[config.mk]
export PLATFORM = sky130hd
export DESIGN_NAME = segmentation_pixel_histogram_core
export DESIGN_NICKNAME = d
export VERILOG_FILES = /design/src/seghist_pkg.sv /design/src/seghist_decode.sv /design/src/seghist_cell.sv /design/src/segmentation_pixel_histogram_core.sv
export SDC_FILE = /design/constraint.sdc
export NUM_CORES = 1
export LEC_CHECK = 0
export ABC_AREA = 1
export ABC_CLOCK_PERIOD_IN_PS = 7300
export BUFFER_PORTS_ARGS = -buffer_cell sky130_fd_sc_hd__buf_2
export CORE_MARGIN = 3
export CORE_UTILIZATION = 30
export CTS_BUF_LIST = sky130_fd_sc_hd__clkbuf_8
export DETAILED_ROUTE_END_ITERATION = 16
export PLACE_DENSITY_LB_ADDON = 0.3
export SKIP_CTS_REPAIR_TIMING = 1
export SLEW_MARGIN = 5
export SYNTH_ARGS = -nofsm -noshare
export SYNTH_HDL_FRONTEND = slang
export SYNTH_HIERARCHICAL = 1
export SYNTH_SLANG_ARGS = --single-unit
[constraint.sdc]
create_clock -name clk -period 7.3 [get_ports clk]
set_input_delay 1.46 -clock clk [delete_from_list [all_inputs] [get_ports clk]]
set_output_delay 1.46 -clock clk [all_outputs]
set_load 0.02 [all_outputs]
[src/seghist_pkg.sv]
// Shared types and constants for the segmentation pixel histogram.
package seghist_pkg;

    localparam int OUT_BITS     = 16;
    localparam int OUT_SLOTS    = 7;
    localparam int MAP_SLOTS    = 16;
    localparam int SLOT_BITS    = 3;
    localparam int MAP_BITS     = MAP_SLOTS * SLOT_BITS;
    localparam int ENTRIES_BITS = 5;
    localparam int ID_BITS      = 24;

    localparam logic [SLOT_BITS-1:0] BLOCK_NONE = 3'd7;

    // Configuration register indexes
    localparam logic REG_MAP     = 1'b0;
    localparam logic REG_ENTRIES = 1'b1;

    localparam logic [MAP_BITS-1:0]     MAP_RESET     = '1;
    localparam logic [ENTRIES_BITS-1:0] ENTRIES_RESET = '0;

    typedef logic [MAP_SLOTS-1:0][SLOT_BITS-1:0] map_t;
    typedef logic [OUT_SLOTS-1:0][OUT_BITS-1:0] counts_t;

    // One pixel request as it travels down the row of counter cells
    typedef struct packed {
        logic                 valid;
        logic                 hit;
        logic [SLOT_BITS-1:0] block;
        logic                 frame_end;
        counts_t              counts;
    } token_t;

endpackage

[src/seghist_decode.sv]
// Pixel decode: color to segment id to block number.
module seghist_decode #(
    parameter int MAP_ENTRIES = 16,
    parameter int BLOCKS      = 7
) (
    input  logic                                   valid,
    input  logic [7:0]                             red,
    input  logic [7:0]                             green,
    input  logic [7:0]                             blue,
    input  logic                                   frame_end,
    input  logic [seghist_pkg::MAP_BITS-1:0]       segment_block_map,
    input  logic [seghist_pkg::ENTRIES_BITS-1:0]   segment_entries,
    output seghist_pkg::token_t                    token
);

    localparam logic [seghist_pkg::ENTRIES_BITS-1:0] ENTRIES_MAX =
        seghist_pkg::ENTRIES_BITS'(MAP_ENTRIES);
    localparam logic [seghist_pkg::SLOT_BITS-1:0] BLOCK_LIMIT =
        seghist_pkg::SLOT_BITS'(BLOCKS);

    logic [seghist_pkg::ID_BITS-1:0]      encoded;
    logic [seghist_pkg::ID_BITS-1:0]      segid;
    logic [seghist_pkg::ENTRIES_BITS-1:0] limit;
    logic                                 in_table;
    seghist_pkg::map_t                    map;
    logic [seghist_pkg::SLOT_BITS-1:0]    block;

    assign encoded = {blue, green, red};
    assign segid   = encoded - seghist_pkg::ID_BITS'(1);
    assign limit   = (segment_entries > ENTRIES_MAX) ? ENTRIES_MAX : segment_entries;
    assign map     = seghist_pkg::map_t'(segment_block_map);

    // Background pixel decodes to all zero and never passes the table check
    assign in_table = (|encoded) &&
        (segid < {{(seghist_pkg::ID_BITS-seghist_pkg::ENTRIES_BITS){1'b0}}, limit});
    assign block    = map[segid[3:0]];

    always_comb
    begin
        token           = '0;
        token.valid     = valid;
        token.frame_end = frame_end;
        token.block     = block;
        token.hit       = in_table && (block < BLOCK_LIMIT) &&
                          (block != seghist_pkg::BLOCK_NONE);
    end

endmodule

[src/seghist_cell.sv]
// One block counter cell: counts its own block and hands the request on.
module seghist_cell #(
    parameter int INDEX      = 0,
    parameter int COUNT_BITS = 16
) (
    input  logic                clk,
    input  logic                rst_n,
    input  logic                advance,
    input  seghist_pkg::token_t token_in,
    output seghist_pkg::token_t token_out
);

    localparam int OB = seghist_pkg::OUT_BITS;

    logic [COUNT_BITS-1:0] count_reg;
    logic [COUNT_BITS-1:0] count_next;
    logic [COUNT_BITS-1:0] count_inc;
    logic [OB-1:0]         report;
    logic                  hit_here;
    seghist_pkg::token_t   token_reg;
    seghist_pkg::token_t   token_next;

    assign hit_here  = token_in.valid && token_in.hit &&
                       (token_in.block == seghist_pkg::SLOT_BITS'(INDEX));
    // Saturate at all ones
    assign count_inc = (hit_here && (count_reg != '1)) ?
                       count_reg + COUNT_BITS'(1) : count_reg;

    generate
        if (COUNT_BITS > OB) begin : g_clamp
            assign report = (|count_inc[COUNT_BITS-1:OB]) ? '1 : count_inc[OB-1:0];
        end else begin : g_extend
            assign report = OB'(count_inc);
        end
    endgenerate

    always_comb
    begin
        count_next = count_reg;
        token_next = token_in;
        if (token_in.valid)
        begin
            count_next = token_in.frame_end ? '0 : count_inc;
            if (token_in.frame_end)
            begin
                token_next.counts[INDEX] = report;
            end
        end
    end

    always_ff @(posedge clk or negedge rst_n)
    begin
        if (!rst_n)
        begin
            count_reg <= '0;
            token_reg <= '0;
        end
        else if (advance)
        begin
            count_reg <= count_next;
            token_reg <= token_next;
        end
    end

    assign token_out = token_reg;

endmodule

[src/segmentation_pixel_histogram_core.sv]
// Top level: config registers, decode stage, row of block counter cells, result register.
// Pixels are accepted one per clock unless in_stall is high. Each pixel request is decoded
// in one registered stage and then walks a row of BLOCKS counter cells, one cell per clock
// while the row advances; the cell that owns the pixel's block bumps its saturating counter
// as the request passes. A frame_end request collects each cell's count (and clears it) on
// its way, and at the end of the row the frame's result is loaded into the result register.
// The input stalls only while a finished result reaches the end of the row and the result
// register is still held by a stalled consumer. Write configuration only while the block is idle.
module segmentation_pixel_histogram_core #(
    parameter int MAP_ENTRIES = 16,
    parameter int BLOCKS      = 7,
    parameter int COUNT_BITS  = 16
) (
    input  logic                                 clk,
    input  logic                                 rst_n,
    input  logic                                 cfg_we,
    input  logic                                 cfg_index,
    input  logic [seghist_pkg::MAP_BITS-1:0]     cfg_data,
    input  logic                                 in_valid,
    output logic                                 in_stall,
    input  logic [7:0]                           red,
    input  logic [7:0]                           green,
    input  logic [7:0]                           blue,
    input  logic                                 frame_end,
    output logic                                 out_valid,
    input  logic                                 out_stall,
    output logic [15:0]                          count_block0,
    output logic [15:0]                          count_block1,
    output logic [15:0]                          count_block2,
    output logic [15:0]                          count_block3,
    output logic [15:0]                          count_block4,
    output logic [15:0]                          count_block5,
    output logic [15:0]                          count_block6
);

    logic [seghist_pkg::MAP_BITS-1:0]     map_reg;
    logic [seghist_pkg::ENTRIES_BITS-1:0] entries_reg;

    seghist_pkg::token_t decoded;
    seghist_pkg::token_t head_reg;
    seghist_pkg::token_t chain [BLOCKS+1];
    seghist_pkg::token_t tail;

    logic                  advance;
    logic                  tail_result;
    logic                  out_valid_reg;
    logic                  out_valid_next;
    seghist_pkg::counts_t  out_counts_reg;

    always_ff @(posedge clk or negedge rst_n)
    begin
        if (!rst_n)
        begin
            map_reg     <= seghist_pkg::MAP_RESET;
            entries_reg <= seghist_pkg::ENTRIES_RESET;
        end
        else if (cfg_we)
        begin
            unique case (cfg_index)
                seghist_pkg::REG_MAP:     map_reg     <= cfg_data;
                seghist_pkg::REG_ENTRIES: entries_reg <= cfg_data[seghist_pkg::ENTRIES_BITS-1:0];
                default: ;
            endcase
        end
    end

    assign tail        = chain[BLOCKS];
    assign tail_result = tail.valid && tail.frame_end;
    // Hold the whole row only when a result cannot move into the output register
    assign advance     = !(tail_result && out_valid_reg && out_stall);
    assign in_stall    = !advance;

    seghist_decode #(
        .MAP_ENTRIES (MAP_ENTRIES),
        .BLOCKS      (BLOCKS)
    ) u_decode (
        .valid             (in_valid),
        .red               (red),
        .green             (green),
        .blue              (blue),
        .frame_end         (frame_end),
        .segment_block_map (map_reg),
        .segment_entries   (entries_reg),
        .token             (decoded)
    );

    always_ff @(posedge clk or negedge rst_n)
    begin
        if (!rst_n)
        begin
            head_reg <= '0;
        end
        else if (advance)
        begin
            head_reg <= decoded;
        end
    end

    assign chain[0] = head_reg;

    generate
        for (genvar k = 0; k < BLOCKS; k++) begin : g_cell
            seghist_cell #(
                .INDEX      (k),
                .COUNT_BITS (COUNT_BITS)
            ) u_cell (
                .clk       (clk),
                .rst_n     (rst_n),
                .advance   (advance),
                .token_in  (chain[k]),
                .token_out (chain[k+1])
            );
        end
    endgenerate

    always_comb
    begin
        out_valid_next = out_valid_reg;
        if (tail_result && advance)
        begin
            out_valid_next = 1'b1;
        end
        else if (!out_stall)
        begin
            out_valid_next = 1'b0;
        end
    end

    always_ff @(posedge clk or negedge rst_n)
    begin
        if (!rst_n)
        begin
            out_valid_reg <= 1'b0;
        end
        else
        begin
            out_valid_reg <= out_valid_next;
        end
    end

    always_ff @(posedge clk)
    begin
        if (tail_result && advance)
        begin
            out_counts_reg <= tail.counts;
        end
    end

    assign out_valid    = out_valid_reg;
    assign count_block0 = out_counts_reg[0];
    assign count_block1 = out_counts_reg[1];
    assign count_block2 = out_counts_reg[2];
    assign count_block3 = out_counts_reg[3];
    assign count_block4 = out_counts_reg[4];
    assign count_block5 = out_counts_reg[5];
    assign count_block6 = out_counts_reg[6];

endmodule
==> flow_summary.yaml, run 1 <==
sta:
  worstMarginPinSlew_ns: 1.32
  finalSetupViolCount: 0
  finalSetupTns_ns: 0
  skew_ns: 0.0746
  min_period_over_period_pct: 57.8
  finalHoldViolations: 0
  timing.fmax_mhz: 237
  period_minus_slack_ns: 4.22
  setup_ws_ns: 3.08
  relSlewSlack_pct: 11.4
  rsz0062_at_grt: "no"
  slew_viol_final: 0
detailed_routing:
  vias: 39700
  drtAntennaViolNets: 0
  wl_per_cell_um: 13.7
  first_pass_iters: 8
  wirelength_um: 126000
  routed_via_density: 4.34
  drc: 0
  dr.first_iter.drc_count: 2417
yosys:
  syn-instance-count: 6484
  yosysWarnings: 6
  syn_area_sq_mm: 0.0532
  syn_area_per_cell_sq_um: 8.21
floorplanning:
  die_w_um: 427
  rows: 153
  die_h_um: 427
  die-area_sq_mm: 0.182
  core_area_sq_mm: 0.175
  io_pins: 193
  initial_core_util_pct: 30.4
setup_path:
  worstReg2RegStart: "g_cell[6].u_cell/token_out[117]"
  start_kind: "primary input"
  critical_path_class: "primary input to primary output"
  path_max_fanout: 60
  r2r_slack_ns: 3.76
  regToRegEndpoint: "g_cell[6].u_cell/count_reg[4]"
  worstRegToRegCells: 8
  cp.arrival_ns: 2.76
  worst-endpoint-required_ns: 5.84
  endpoint_kind: "primary output"
placement:
  dp_slack_ns: 2.76
  dpl_cell_area_sq_mm: 0.0558
  dp_cells: 8755
  io_buffers: 192
  hpwlAfterDp_um: 77700
  gp_congestion: 0.811
power:
  p_leak_nw: 29.9
  vdd_drop_max_mv: 0.184
  p_clk_share_pct: 29.7
  powerDensity_mw_per_mm2: 356
  p_int_mw: 14.1
  netSwitchingFraction_pct: 34.0
  seq_power_share_pct: 49.6
  pwr-share-comb_pct: 20.8
  p_sw_mw: 7.27
global_route:
  grtUsageMet1_pct: 18.7
  grt_pass1_wl_um: 209000
  first_global_vias: 39700
  gr-usage-met2_pct: 22.6
  top_usage_layer: "met2"
  grt_max_degree: 162
  overflow: 0
  grt_usage_pct: 13.9
  antenna_found_initial: 4
  met3_usage_pct: 2.70
clock_tree:
  clockBufferDepth: 3
  htreeDepth: 4
  cts_sinks: 1218
  clock_latency_ns: 0.95
  root_buffer: "clkbuf_8"
  clkTransAtPathRegs_ns: 0.06
  cts_buffers: 211
  cts_tree: "yes"
min_path:
  hold_depth: 2
  hold_end: "g_cell[0].u_cell/token_out[73]"
  holdCritStartpoint: "chain[899]"
  hp-class: "flop to flop"
layout:
  layout_commonest_cell: "nand2_1"
  syn_to_final_growth_pct: 13.1
  nets: 6734
  largest_reg_flops: 822
  drive_above_1_share_pct: 10.8
  final_area_sq_mm: 0.0602
  fin_cells: 9152
  n_fill_cell: 18500
  final_cell_mix: "nand2_1 (3498), dfrtp_1 (1058), nor2_1 (412), clkbuf_8 (254), inv_1 (251)"
flow_run:
  max_cap_violations: 0
status:
  outcome: "completed"
cell type report:
| cell class | count | area (sq um) | share of cell area, % |
|---|---|---|---|
| clock buffers | 254 | 3500 | 5.81 |
| inverters | 189 | 738 | 1.23 |
| well taps | 2325 | 2910 | 4.83 |
| multi-input cells | 4783 | 19600 | 32.6 |
| flip-flops and latches | 1218 | 31100 | 51.7 |
| diodes | 2 | 5.00 | 0.00831 |
| clock inverters | 141 | 916 | 1.52 |
| repair buffers | 240 | 1410 | 2.34 |
layer usage:
layer	up-vias	wire length, um
li1	20200	-
met1	18700	60100
met2	626	57700
met3	203	5000
met4	2	2950
met5	-	7
worst max path at each step:
stage,cells past startpoint,from,slack (ns),to
after global placement,9,out_stall,2.78,g_cell[6].u_cell/count_reg[8]
after global routing,4,g_cell[6].u_cell/token_out[117],2.93,in_stall
after CTS,4,g_cell[6].u_cell/token_out[117],2.98,in_stall
final,5,out_stall,3.08,in_stall
after detailed placement,9,out_stall,2.76,g_cell[6].u_cell/count_reg[4]
after floorplan,5,out_stall,0.07,count_block0[0]
power by group through the flow:
stage	Clock, mW	Combinational, mW	Sequential [mW]
5_1_grt	6.94	5.22	10.9
4_1_cts	6.63	4.58	10.7
2_1_floorplan	0	2.99	10.6
6_report	6.35	4.45	10.6
3_5_place_dp	0	4.57	10.8
3_3_place_gp	0	4.49	10.7
metrics by stage:
step	utilization [%]	total power, mW	hold slack (ns)
2_1_floorplan	-	13.6	0.425
3_3_place_gp	31.8	15.2	0.433
3_5_place_dp	31.8	15.3	0.430
4_1_cts	34.4	21.9	0.419
5_1_grt	34.4	23.1	0.449
6_report	34.4	21.4	0.430
critical path: stages:
cell and delay (ns):
buf_2 0.14, nand2_4 0.07, nor2_4 0.15, buf_4 0.62, buf_2 0.32
(Power assumes the default switching activity.)
==> inputs of run 2 (changes only) <==
ABC_AREA = 0   (was 1)
ABC_CLOCK_PERIOD_IN_PS = 4100   (was 7300)
clock period = 4.1 ns   (was 7.3 ns; I/O delays follow)
==> run 2 against run 1 <==
Design area is essentially flat. Cell count fell by 28%. Setup slack got worse by 2.3 ns. Register-to-register slack worse by 2.5 ns. Die area is 1.5% lower. Utilization is 0.47 points higher. Sequential cell count did not move. Worst hold slack got worse by 0.28 ns. Sequential share of layout area barely moved. Sequential power grew 77%. Non-clock buffer count is 10 higher. Combinational power rose by 70%.
==> flow_summary.yaml, run 2 <==
status:
  outcome: "completed"
layout:
  fin_cells: 6561
  n_fill_cell: 17100
  syn_to_final_growth_pct: 14.8
  final_area_sq_mm: 0.0601
  final_cell_mix: "dfrtp_1 (1058), mux2_2 (774), clkbuf_8 (276), buf_2 (191), nand2_1 (142)"
  nets: 4153
  drive_above_1_share_pct: 37.2
  layout_commonest_cell: "dfrtp_1"
  largest_reg_flops: 822
yosys:
  syn-instance-count: 3818
  yosysWarnings: 6
  syn_area_per_cell_sq_um: 13.7
  syn_area_sq_mm: 0.0524
power:
  powerDensity_mw_per_mm2: 633
  netSwitchingFraction_pct: 29.4
  p_sw_mw: 11.2
  p_clk_share_pct: 30.7
  pwr-share-comb_pct: 19.8
  p_leak_nw: 26.2
  power_mw: 38.1
  p_int_mw: 26.9
  seq_power_share_pct: 49.4
  vdd_drop_max_mv: 0.324
detailed_routing:
  wirelength_um: 102000
  routed_via_density: 4.67
  drc: 0
  vias: 30600
  first_pass_iters: 5
  drtAntennaViolNets: 0
  dr.first_iter.drc_count: 1767
  wl_per_cell_um: 15.5
setup_path:
  worstPathCellList: "nand4_1 -> buf_12 -> buf_4 -> inv_1 -> buf_2"
  cpPeakStageDelay_ns: 0.51
  worst-endpoint-required_ns: 3.28
  cp_top_family: "buffers and inverters"
  crit_buf_inv: 4
  cp_slowest_cell: "buf_4"
  endpoint_kind: "primary output"
  r2r_slack_ns: 1.22
  critical_path_class: "flop to primary output"
  start_kind: "flop"
  cp.arrival_ns: 2.55
  path_max_fanout: 47
  worstRegToRegCells: 7
  worstReg2RegStart: "out_valid"
  regToRegEndpoint: "g_cell[4].u_cell/count_reg[10]"
floorplanning:
  die-area_sq_mm: 0.180
  io_pins: 193
  die_w_um: 424
  core_area_sq_mm: 0.173
  rows: 152
  initial_core_util_pct: 30.3
  die_h_um: 424
flow_run:
  max_cap_violations: 0
clock_tree:
  cts_sinks: 1218
  cts_buffers: 211
  root_buffer: "clkbuf_8"
  clockBufferDepth: 3
  clkTransAtPathRegs_ns: 0.06
  htreeDepth: 4
  cts_tree: "yes"
  clock_latency_ns: 0.94
sta:
  period_minus_slack_ns: 3.37
  relSlewSlack_pct: 21.1
  slew_viol_final: 0
  timing.fmax_mhz: 297
  worstMarginPinSlew_ns: 1.17
  finalHoldViolations: 0
  min_period_over_period_pct: 82.2
  finalSetupViolCount: 0
  finalSetupTns_ns: 0
  fin_worst_hold_slack_ns: 0.148
  skew_ns: 0.0620
  rsz0062_at_grt: "no"
global_route:
  overflow: 0
  antenna_found_initial: 9
  grt_pass1_wl_um: 171000
  grt_max_degree: 138
  first_global_vias: 31500
  grt_usage_pct: 11.5
placement:
  gp_congestion: 0.810
  dp_cells: 6158
  dpl_cell_area_sq_mm: 0.0555
  io_buffers: 192
  hpwlAfterDp_um: 64300
min_path:
  hold_end: "map_reg[13]"
  hp-class: "primary input to flop"
  holdCritStartpoint: "cfg_data[13]"
  hold_depth: 2
## run 2: changes by cell type in the layout (fill, tap and decap cells not counted), moves of 100 or more
| cell | previous run | this run |
|---|---|---|
| mux2_2 | 0 | 774 |
| a21oi_1 | 3 | 113 |
| inv_1 | 251 | 141 |
| nand2_1 | 3498 | 142 |
| nand3_1 | 240 | 116 |
| nor2_1 | 412 | 59 |
| mux2_4 | 0 | 100 |
## run 2: cell type report
class | count | area (sq um) | share of cell area (%)
flip-flops and latches | 1218 | 31100 | 51.7
clock buffers | 276 | 3800 | 6.32
repair buffers | 250 | 1660 | 2.76
well taps | 2310 | 2890 | 4.81
multi-input cells | 2303 | 19500 | 32.5
clock inverters | 120 | 861 | 1.43
inverters | 78 | 293 | 0.487
diodes | 6 | 15.0 | 0.0250
## run 2: worst max-delay path by stage
stage | end | cells after the start | start | slack [ns]
after floorplan | chain[942] | 10 | red[0] | 0.83
after global placement | chain[942] | 8 | red[0] | 0.81
after detailed placement | chain[942] | 8 | red[1] | 0.73
after CTS | in_stall | 5 | out_valid | 0.54
after global routing | in_stall | 5 | out_valid | 0.48
final | in_stall | 5 | out_valid | 0.73
## run 2: power by group through the flow
stage	clock network, mW	logic, mW	registers, mW
detailed placement	0	7.69	19.2
CTS	12.2	7.71	19.0
floorplan	0	5.64	18.4
global route	12.8	8.42	19.4
global placement	0	7.51	19.1
finish	11.7	7.56	18.8
## run 2: per-layer routing
metal  vias to the layer above  global-route usage (%)  share of wire (%)
met4                         6                    4.04                2.5
met3                       208                    2.67                4.3
li1                      14400                       -                  -
met2                       538                    18.4                 47
met1                     15500                    15.2                 46
met5                         -                       0              0.033
## run 2: per-stage QoR
step	worst slack [ns]	util [%]
2_1_floorplan	0.828	-
3_3_place_gp	0.814	32.1
3_5_place_dp	0.728	32.1
4_1_cts	0.538	34.8
5_1_grt	0.479	34.8
6_report	0.731	34.8
